`src/design/csv_line_field_parser_assert.svh`:
```
// Assertion macros for the CSV line parser. Clock clk_i and reset rst_ni are implied.
`ifndef CSV_LINE_FIELD_PARSER_ASSERT_SVH
`define CSV_LINE_FIELD_PARSER_ASSERT_SVH

`ifndef SYNTH
`define CSVLP_ASSERT(lbl, prop, msg) \
  lbl: assert property (@(posedge clk_i) disable iff (!rst_ni) (prop)) else $error(msg);
`define CSVLP_ASSERT_ALWAYS(lbl, prop, msg) \
  lbl: assert property (@(posedge clk_i) (prop)) else $error(msg);
`else
`define CSVLP_ASSERT(lbl, prop, msg)
`define CSVLP_ASSERT_ALWAYS(lbl, prop, msg)
`endif

`endif

```
`src/design/csvlp_pkg.sv`:
```
`default_nettype none

package csvlp_pkg;

  localparam int unsigned CharW     = 8;
  localparam int unsigned CharCntW  = 8;
  localparam int unsigned FieldIdxW = 6;
  localparam int unsigned FieldCntW = 7;
  localparam int unsigned CfgIdxW   = 2;
  localparam int unsigned CfgDataW  = 8;

  localparam logic [CharW-1:0] CharQuote = 8'h22;
  localparam logic [CharW-1:0] CharComma = 8'h2C;
  localparam logic [CharW-1:0] CharNul   = 8'h00;
  localparam logic [CharW-1:0] CharLf    = 8'h0A;
  localparam logic [CharW-1:0] CharCr    = 8'h0D;

  localparam logic [CfgIdxW-1:0] RegMaxFieldChars = 2'd0;
  localparam logic [CfgIdxW-1:0] RegMaxColumns    = 2'd1;

  localparam logic [CharCntW-1:0]  MaxFieldCharsRst = 8'd15;
  localparam logic [FieldIdxW-1:0] MaxColumnsRst    = 6'd10;

  typedef enum logic [1:0] {
    ErrNone   = 2'd0,
    ErrLong   = 2'd1,
    ErrCols   = 2'd2,
    ErrFormat = 2'd3
  } err_e;

  typedef struct packed {
    logic [CharCntW-1:0]  max_field_chars;
    logic [FieldIdxW-1:0] max_columns;
  } cfg_t;

  typedef struct packed {
    logic [CharCntW-1:0]  char_count;
    logic [FieldIdxW-1:0] field_index;
    logic                 quoted_field;
    logic                 quote_closed;
    err_e                 line_error;
  } state_t;

  typedef struct packed {
    logic                 char_valid;
    logic [CharW-1:0]     char_out;
    logic                 field_done;
    logic [FieldIdxW-1:0] field_number;
    logic                 line_done;
    logic [FieldCntW-1:0] field_count;
    err_e                 error_code;
  } result_t;

endpackage

`default_nettype wire

```
`src/design/csvlp_if.sv`:
```
`default_nettype none

interface csvlp_char_if import csvlp_pkg::*; ();
  logic             valid;
  logic             ready;
  logic [CharW-1:0] char_in;

  modport source (output valid, output char_in, input ready);
  modport sink   (input valid, input char_in, output ready);
endinterface

interface csvlp_res_if import csvlp_pkg::*; ();
  logic                 valid;
  logic                 ready;
  logic                 char_valid;
  logic [CharW-1:0]     char_out;
  logic                 field_done;
  logic [FieldIdxW-1:0] field_number;
  logic                 line_done;
  logic [FieldCntW-1:0] field_count;
  logic [1:0]           error_code;

  modport source (output valid, output char_valid, output char_out, output field_done,
                  output field_number, output line_done, output field_count,
                  output error_code, input ready);
  modport sink   (input valid, input char_valid, input char_out, input field_done,
                  input field_number, input line_done, input field_count,
                  input error_code, output ready);
endinterface

interface csvlp_cfg_if import csvlp_pkg::*; ();
  logic                valid;
  logic                ready;
  logic [CfgIdxW-1:0]  index;
  logic [CfgDataW-1:0] data;

  modport source (output valid, output index, output data, input ready);
  modport sink   (input valid, input index, input data, output ready);
endinterface

`default_nettype wire

```
`src/design/csvlp_step.sv`:
```
`default_nettype none

module csvlp_step import csvlp_pkg::*; (
  input  var cfg_t             cfg_i,
  input  var state_t           state_i,
  input  wire [CharW-1:0]      char_i,
  output state_t               state_o,
  output result_t              result_o
);

  logic                 is_term;
  logic                 long_hit;
  logic [FieldIdxW-1:0] next_index;

  assign is_term    = (char_i == CharNul) || (char_i == CharLf) || (char_i == CharCr);
  assign long_hit   = state_i.char_count >= cfg_i.max_field_chars;
  assign next_index = state_i.field_index + FieldIdxW'(1);

  always_comb begin
    err_e err;
    err               = state_i.line_error;
    state_o           = state_i;
    result_o          = '0;
    result_o.field_number = state_i.field_index;

    if (is_term) begin
      result_o.line_done = 1'b1;
      if (err == ErrNone && state_i.quoted_field && !state_i.quote_closed) begin
        err = ErrFormat;
      end
      if (err == ErrNone) begin
        result_o.field_done  = 1'b1;
        result_o.field_count = {1'b0, state_i.field_index} + FieldCntW'(1);
      end
      result_o.error_code = err;
      state_o             = '0;
    end else begin
      if (err == ErrNone) begin
        if (char_i == CharQuote) begin
          if (state_i.char_count == '0 && !state_i.quoted_field) begin
            state_o.quoted_field = 1'b1;
          end else if (state_i.quoted_field) begin
            if (state_i.quote_closed) begin
              if (long_hit) begin
                err = ErrLong;
              end else begin
                result_o.char_valid  = 1'b1;
                result_o.char_out    = CharQuote;
                state_o.char_count   = state_i.char_count + CharCntW'(1);
                state_o.quote_closed = 1'b0;
              end
            end else begin
              state_o.quote_closed = 1'b1;
            end
          end else begin
            err = ErrFormat;
          end
        end else if (char_i == CharComma && state_i.quoted_field && !state_i.quote_closed) begin
          if (long_hit) begin
            err = ErrLong;
          end else begin
            result_o.char_valid = 1'b1;
            result_o.char_out   = CharComma;
            state_o.char_count  = state_i.char_count + CharCntW'(1);
          end
        end else if (char_i == CharComma) begin
          if (next_index >= cfg_i.max_columns) begin
            err = ErrCols;
          end else begin
            result_o.field_done  = 1'b1;
            state_o.field_index  = next_index;
            state_o.char_count   = '0;
            state_o.quoted_field = 1'b0;
            state_o.quote_closed = 1'b0;
          end
        end else if (state_i.quote_closed) begin
          err = ErrFormat;
        end else if (long_hit) begin
          err = ErrLong;
        end else begin
          result_o.char_valid = 1'b1;
          result_o.char_out   = char_i;
          state_o.char_count  = state_i.char_count + CharCntW'(1);
        end
      end
      state_o.line_error  = err;
      result_o.error_code = err;
      if (err != ErrNone) begin
        result_o.char_valid = 1'b0;
        result_o.char_out   = '0;
        result_o.field_done = 1'b0;
      end
    end
  end

endmodule

`default_nettype wire

```
`src/design/csvlp_skid.sv`:
```
`default_nettype none

`include "csv_line_field_parser_assert.svh"

module csvlp_skid import csvlp_pkg::*; (
  input  wire          clk_i,
  input  wire          rst_ni,
  input  wire          in_valid_i,
  output logic         in_ready_o,
  input  var result_t  in_data_i,
  output logic         out_valid_o,
  input  wire          out_ready_i,
  output result_t      out_data_o
);

  logic    out_v_q;
  logic    skid_v_q;
  result_t main_q;
  result_t skid_q;
  logic    in_fire;

  assign in_ready_o  = !skid_v_q;
  assign in_fire     = in_valid_i && in_ready_o;
  assign out_valid_o = out_v_q;
  assign out_data_o  = main_q;

  always_ff @(posedge clk_i or negedge rst_ni) begin
    if (!rst_ni) begin
      out_v_q  <= 1'b0;
      skid_v_q <= 1'b0;
    end else if (!out_v_q || out_ready_i) begin
      out_v_q  <= skid_v_q || in_fire;
      skid_v_q <= 1'b0;
    end else if (in_fire) begin
      skid_v_q <= 1'b1;
    end
  end

  // advance the main stage from the skid stage first, else from the input
  always_ff @(posedge clk_i) begin
    if (!out_v_q || out_ready_i) begin
      main_q <= skid_v_q ? skid_q : in_data_i;
    end else if (in_fire) begin
      skid_q <= in_data_i;
    end
  end

  `CSVLP_ASSERT(a_skid_behind_main, !skid_v_q || out_v_q, "skid full with main empty")
  `CSVLP_ASSERT(a_stall_fills_skid, out_v_q && !out_ready_i && in_fire |=> skid_v_q,
                "stalled request not held in skid")

endmodule

`default_nettype wire

```
`src/design/csv_line_field_parser.sv`:
```
// CSV line field parser.
// in_i carries one byte of a CSV line per request; out_o returns one result per
// byte: an appended field character, a field close, a line end with the field
// count, and the line error code. cfg_i writes max_field_chars (index 0) and
// max_columns (index 1); other indexes are dropped. cfg_i is always ready and
// must only be written while no byte is in flight.
// A byte's result is registered in the main or, on a stall, the skid register.
// Throughput: one byte per cycle unless out_o stalls, set by the single per-byte
// state update between the line state registers and the output stage.
// The output stage is a main register plus one skid register, so in_i.ready
// depends only on registered state; when out_o stalls, one more byte is taken
// into the skid register and then in_i.ready drops until out_o drains.
// Reset (rst_ni low, asynchronous) clears the line state, empties both output
// registers and loads max_field_chars = 15 and max_columns = 10.
// A line terminator (NUL, LF or CR) clears the line state for the next line.
`default_nettype none

`include "csv_line_field_parser_assert.svh"

module csv_line_field_parser import csvlp_pkg::*; (
  input  wire         clk_i,
  input  wire         rst_ni,
  csvlp_cfg_if.sink   cfg_i,
  csvlp_char_if.sink  in_i,
  csvlp_res_if.source out_o
);

  cfg_t    cfg_q;
  state_t  state_q;
  state_t  state_d;
  result_t step_res;
  result_t out_res;
  logic    in_ready;
  logic    in_fire;

  assign cfg_i.ready = 1'b1;
  assign in_i.ready  = in_ready;
  assign in_fire     = in_i.valid && in_ready;

  always_ff @(posedge clk_i or negedge rst_ni) begin
    if (!rst_ni) begin
      cfg_q.max_field_chars <= MaxFieldCharsRst;
      cfg_q.max_columns     <= MaxColumnsRst;
    end else if (cfg_i.valid) begin
      case (cfg_i.index)
        RegMaxFieldChars: cfg_q.max_field_chars <= cfg_i.data[CharCntW-1:0];
        RegMaxColumns:    cfg_q.max_columns     <= cfg_i.data[FieldIdxW-1:0];
        default: ;
      endcase
    end
  end

  always_ff @(posedge clk_i or negedge rst_ni) begin
    if (!rst_ni) begin
      state_q <= '0;
    end else if (in_fire) begin
      state_q <= state_d;
    end
  end

  csvlp_step u_step (
    .cfg_i    (cfg_q),
    .state_i  (state_q),
    .char_i   (in_i.char_in),
    .state_o  (state_d),
    .result_o (step_res)
  );

  csvlp_skid u_skid (
    .clk_i       (clk_i),
    .rst_ni      (rst_ni),
    .in_valid_i  (in_i.valid),
    .in_ready_o  (in_ready),
    .in_data_i   (step_res),
    .out_valid_o (out_o.valid),
    .out_ready_i (out_o.ready),
    .out_data_o  (out_res)
  );

  assign out_o.char_valid   = out_res.char_valid;
  assign out_o.char_out     = out_res.char_out;
  assign out_o.field_done   = out_res.field_done;
  assign out_o.field_number = out_res.field_number;
  assign out_o.line_done    = out_res.line_done;
  assign out_o.field_count  = out_res.field_count;
  assign out_o.error_code   = out_res.error_code;

  `CSVLP_ASSERT(a_line_end_clears, in_fire && step_res.line_done |=> state_q == '0,
                "line state not cleared after terminator")
  `CSVLP_ASSERT(a_error_masks, step_res.error_code == ErrNone ||
                (!step_res.char_valid && !step_res.field_done),
                "character or close reported with an error")
  `CSVLP_ASSERT(a_count_on_clean_end, step_res.field_count == '0 ||
                (step_res.line_done && step_res.error_code == ErrNone),
                "field count outside a clean line end")

endmodule

`default_nettype wire
```
`src/flat_wrapper.sv`:
```
// flat-port wrapper written by rule: the top's interface ports become plain ports
module csv_line_field_parser_flat import csvlp_pkg::*;
  (clk_i, rst_ni, cfg_i_valid, cfg_i_index, cfg_i_data, cfg_i_ready, in_i_valid, in_i_char_in, in_i_ready, out_o_valid, out_o_char_valid, out_o_char_out, out_o_field_done, out_o_field_number, out_o_line_done, out_o_field_count, out_o_error_code, out_o_ready);
  csvlp_cfg_if cfg_i_i ();
  csvlp_char_if in_i_i ();
  csvlp_res_if out_o_i ();
  input  wire clk_i;
  input  wire rst_ni;
  input wire logic [$bits(cfg_i_i.valid)-1:0] cfg_i_valid;
  input wire logic [$bits(cfg_i_i.index)-1:0] cfg_i_index;
  input wire logic [$bits(cfg_i_i.data)-1:0] cfg_i_data;
  output wire logic [$bits(cfg_i_i.ready)-1:0] cfg_i_ready;
  input wire logic [$bits(in_i_i.valid)-1:0] in_i_valid;
  input wire logic [$bits(in_i_i.char_in)-1:0] in_i_char_in;
  output wire logic [$bits(in_i_i.ready)-1:0] in_i_ready;
  output wire logic [$bits(out_o_i.valid)-1:0] out_o_valid;
  output wire logic [$bits(out_o_i.char_valid)-1:0] out_o_char_valid;
  output wire logic [$bits(out_o_i.char_out)-1:0] out_o_char_out;
  output wire logic [$bits(out_o_i.field_done)-1:0] out_o_field_done;
  output wire logic [$bits(out_o_i.field_number)-1:0] out_o_field_number;
  output wire logic [$bits(out_o_i.line_done)-1:0] out_o_line_done;
  output wire logic [$bits(out_o_i.field_count)-1:0] out_o_field_count;
  output wire logic [$bits(out_o_i.error_code)-1:0] out_o_error_code;
  input wire logic [$bits(out_o_i.ready)-1:0] out_o_ready;
  assign cfg_i_i.valid = cfg_i_valid;
  assign cfg_i_i.index = cfg_i_index;
  assign cfg_i_i.data = cfg_i_data;
  assign cfg_i_ready = cfg_i_i.ready;
  assign in_i_i.valid = in_i_valid;
  assign in_i_i.char_in = in_i_char_in;
  assign in_i_ready = in_i_i.ready;
  assign out_o_valid = out_o_i.valid;
  assign out_o_char_valid = out_o_i.char_valid;
  assign out_o_char_out = out_o_i.char_out;
  assign out_o_field_done = out_o_i.field_done;
  assign out_o_field_number = out_o_i.field_number;
  assign out_o_line_done = out_o_i.line_done;
  assign out_o_field_count = out_o_i.field_count;
  assign out_o_error_code = out_o_i.error_code;
  assign out_o_i.ready = out_o_ready;
  csv_line_field_parser u_core (.clk_i(clk_i), .rst_ni(rst_ni), .cfg_i(cfg_i_i), .in_i(in_i_i), .out_o(out_o_i));
endmodule
```
`config.mk`:
```
export PLATFORM = sky130hd
export DESIGN_NAME = csv_line_field_parser_flat
export DESIGN_NICKNAME = d
export VERILOG_FILES = /design/src/design/csvlp_pkg.sv /design/src/design/csvlp_if.sv /design/src/design/csvlp_step.sv /design/src/design/csvlp_skid.sv /design/src/design/csv_line_field_parser.sv /design/src/flat_wrapper.sv
export VERILOG_INCLUDE_DIRS = /design/src /design/src/design
export SDC_FILE = /design/constraint.sdc
export NUM_CORES = 1
export LEC_CHECK = 0
export BUFFER_PORTS_ARGS = -buffer_cell sky130_fd_sc_hd__buf_2
export CAP_MARGIN = 0
export CELL_PAD_IN_SITES_DETAIL_PLACEMENT = 0
export CELL_PAD_IN_SITES_GLOBAL_PLACEMENT = 1
export CORE_AREA = 2 2 100 102
export CTS_CLUSTER_DIAMETER = 60
export DETAILED_ROUTE_END_ITERATION = 8
export DIE_AREA = 0 0 102 104
export GPL_ROUTABILITY_DRIVEN = 1
export GPL_TIMING_DRIVEN = 0
export HOLD_SLACK_MARGIN = 0.08
export PLACE_DENSITY_LB_ADDON = 0.3
export SYNTH_ARGS = -nofsm -noshare
export SYNTH_HDL_FRONTEND = slang
export SYNTH_SLANG_ARGS = --single-unit
```
`constraint.sdc`:
```
create_clock -name clk_i -period 3.05 [get_ports clk_i]
set_input_delay 0.305 -clock clk_i [delete_from_list [all_inputs] [get_ports clk_i]]
set_output_delay 0.305 -clock clk_i [all_outputs]
set_load 0.01 [all_outputs]
```
==> flow_metrics.tcl <==
set metrics [dict create \
    cp-start-kind "flop" \
    io_pins 52 \
    path_clk_slew_ns 0.09 \
    clockBufferDepth 2 \
    switching_power_uw 701 \
    placed_area_um2 4820 \
    vias 2932 \
    path_class "flop to flop" \
    slew_headroom 0.149 \
    worstMarginPinSlew_ns 1.28 \
    drc 0 \
    crit_fanout 5 \
    drv_slew 0 \
    cellLeakagePower_uw 0.00212 \
    synthTopCellsByArea "edfxtp_1, dfrtp_1, mux2_2" \
    dpl.hpwl_um 6050 \
    overflow 0 \
    clock_latency_ns 0.35 \
    ir_drop_mv 0.333 \
    cts_tree "built" \
    cts_inserted_buffers 9 \
    synth.cells.most_frequent "edfxtp_1, nand2_1, dfrtp_1" \
    ys_seq_area_frac 0.552 \
    hold_class "input port to flop" \
    design.die.area_um2 10600 \
    hold_end "u_core.cfg_q[12]" \
    synth_area_um2 4380 \
    synth-edff-count 52 \
    hold_start "cfg_i_data[6]" \
    fin_crit_sh 0.934 \
    r2r_slack_ns 0.20 \
    r2r_cells 9 \
    io_buffers 48 \
    syn_area_per_cell_um2 12.0 \
    synthCells 366 \
    combPwrFrac 0.156 \
    syn_nets 406 \
    finalHoldViolCount 0 \
    htreeDepth 3 \
    fin_worst_skew_ns 0.00719 \
    dp.cells 548 \
    setup_viol_count_final 0 \
    worst_ep_arrival_time_ns 2.95 \
    drive_gt1_frac 0.315 \
    reg2reg_to "u_core.u_skid.out_data_o[0]" \
    clkPwrFrac 0.306 \
    synth_most_common_cell "edfxtp_1" \
    run_status "finished clean" \
    grt_pass1_wl_um 14400 \
    min_period_ns 2.85 \
    maxCapViolations 0 \
    tns_ns 0 \
    synth_largest_area_cell "edfxtp_1" \
    num_rows 36 \
    ant_nets 0 \
    hold_path_depth 3 \
    finalWeightedCongestion 0.839 \
    ys_async_sr_fraction 0.395 \
    core_um2 9550 \
    die_w_um 102 \
    n_antenna_cell 0 \
    yosys_most_used_dff "edfxtp_1" \
    power.density_nw_per_um2 513 \
    first_global_vias 2944 \
    antenna_found_initial 0 \
    instances_no_fill 568 \
    required_ns 3.16 \
    synthToLayoutAreaGrowth_pct 16.4 \
    stdcell_area_um2 5100 \
    p_sw_frac 0.268 \
    ys_ff_latch 86 \
    viasPerCell 5.16 \
    seqPwrFrac 0.538 \
    final_net_count 470 \
    drt_first_pass_iters 4 \
    r2r_start "u_core.state_q[10]" \
    wl_per_cell_um 14.8 \
    grt_max_degree 35 \
    end_kind "flop" \
    cts.sinks 86 \
    grtUsageTotal 0.174 \
    yosysTopAreaCellShare 0.356 \
    ys.warnings.count 0 \
    die_h_um 104 \
    intPower_uw 1920 \
    max_freq_mhz 351 \
    yosys.cell_types.count 66 \
    drtIter0Drc 131 \
    drt_wl_total_um 8430 \
    start_util 0.459 \
    cts_root_buf "clkbuf_8" \
]
==> sequential cells by signal (all words and copies together), names as in the netlist <==
name and count:
u_core.state_q 18, u_core.u_skid.out_valid_o 1, u_core.u_skid.out_data_o 26, u_core.cfg_q 14
u_core.u_skid.skid_q 26, u_core.u_skid.skid_v_q 1
==> how the worst max path moves through the flow <==
stage / cells past startpoint / slack (ns) / from / to
floorplan: 12 / 0.38 / u_core.state_q[4] / u_core.state_q[13]
global placement: 3 / -0.48 / out_o_ready / u_core.u_skid.skid_q[4]
detailed placement: 13 / -0.14 / u_core.state_q[4] / u_core.state_q[6]
CTS: 11 / 0.07 / u_core.state_q[4] / u_core.u_skid.out_data_o[1]
global route: 9 / -0.005 / u_core.state_q[10] / u_core.u_skid.out_data_o[23]
finish: 9 / 0.20 / u_core.state_q[10] / u_core.u_skid.out_data_o[0]
==> cells by family after synthesis <==
group	after synthesis	share of synthesized area
fa+ha+maj	17	0.0485
xor+xnor	9	0.0180
simple gates	119	0.151
other cells	1	0.000856
buf+inv	38	0.0471
mux	28	0.0714
flops	86	0.552
compound gates	68	0.111
==> layer usage <==
metal | global-route usage | vias to the layer above | part of all wire | routed length [um]
met5 | 0 | - | 0 | 0
met4 | 0.0657 | 0 | 0.0043 | 36
met3 | 0.0296 | 2 | 0.037 | 315
met2 | 0.262 | 63 | 0.47 | 3990
met1 | 0.250 | 1409 | 0.49 | 4090
li1 | - | 1458 | - | -
==> layout by cell type (no fill, tap or decap), drive strengths merged, types with 9 or more instances in the layout <==
cell type | netlist | routed
buf | 7 | 59
edfxtp | 52 | 52
nor3 | 9 | 9
o31ai | 15 | 15
inv | 23 | 25
a21oi | 13 | 13
nand2 | 36 | 36
ha | 17 | 17
mux2 | 26 | 26
nor2 | 23 | 23
clkbuf | 8 | 17
o21ai | 15 | 15
dfrtp | 28 | 28
and2 | 11 | 11
==> power by group through the flow <==
| stage | registers (uW) | logic, uW | clock network, uW |
|---|---|---|---|
| after detailed placement | 1440 | 403 | 0 |
| final | 1410 | 408 | 800 |
| after floorplan | 1440 | 259 | 0 |
| after CTS | 1410 | 409 | 826 |
| after global placement | 1430 | 385 | 0 |
| after global routing | 1420 | 475 | 872 |
==> cell type report <==
class | instances | area [um^2]
plain buffers | 15 | 120
clock buffers | 9 | 124
clock inverters | 7 | 71.3
fillers | 882 | 4450
inverters | 23 | 86.3
multi-input cells | 242 | 1810
flip-flops and latches | 86 | 2420
well taps | 133 | 166
repair buffers | 53 | 300
==> worst max-delay path: stages, from the launching register on <==
cell,delay (ns)
dfrtp_1,0.41
inv_1,0.13
ha_1,0.16
or4b_2,0.58
nor4_1,0.28
o21a_1,0.27
nand2_1,0.09
a2bb2oi_1,0.22
o31ai_1,0.16
mux2_2,0.29
==> stage by stage <==
stage          power [uW]  hold slack (ns)  setup WS (ns)  utilization
5_1_grt              2770            0.172       -0.00475        0.534
3_5_place_dp         1840            0.441         -0.142        0.505
3_3_place_gp         1820            0.430         -0.478        0.501
2_1_floorplan        1700          0.00941          0.380            -
6_report             2620            0.144          0.203        0.534
4_1_cts              2640            0.131         0.0739        0.529
==> repair_timing <==
| action | CTS | global route |
|---|---|---|
| endpoints found under the hold margin | 28 | 0 |
| gates cloned | 0 | 0 |
| setup buffers | 0 | 3 |
| setup endpoints to repair | 17 | 18 |
| resized for setup | 5 | 7 |
| hold buffers | 1 | 0 |
Power figures use the tool's default switching activity.
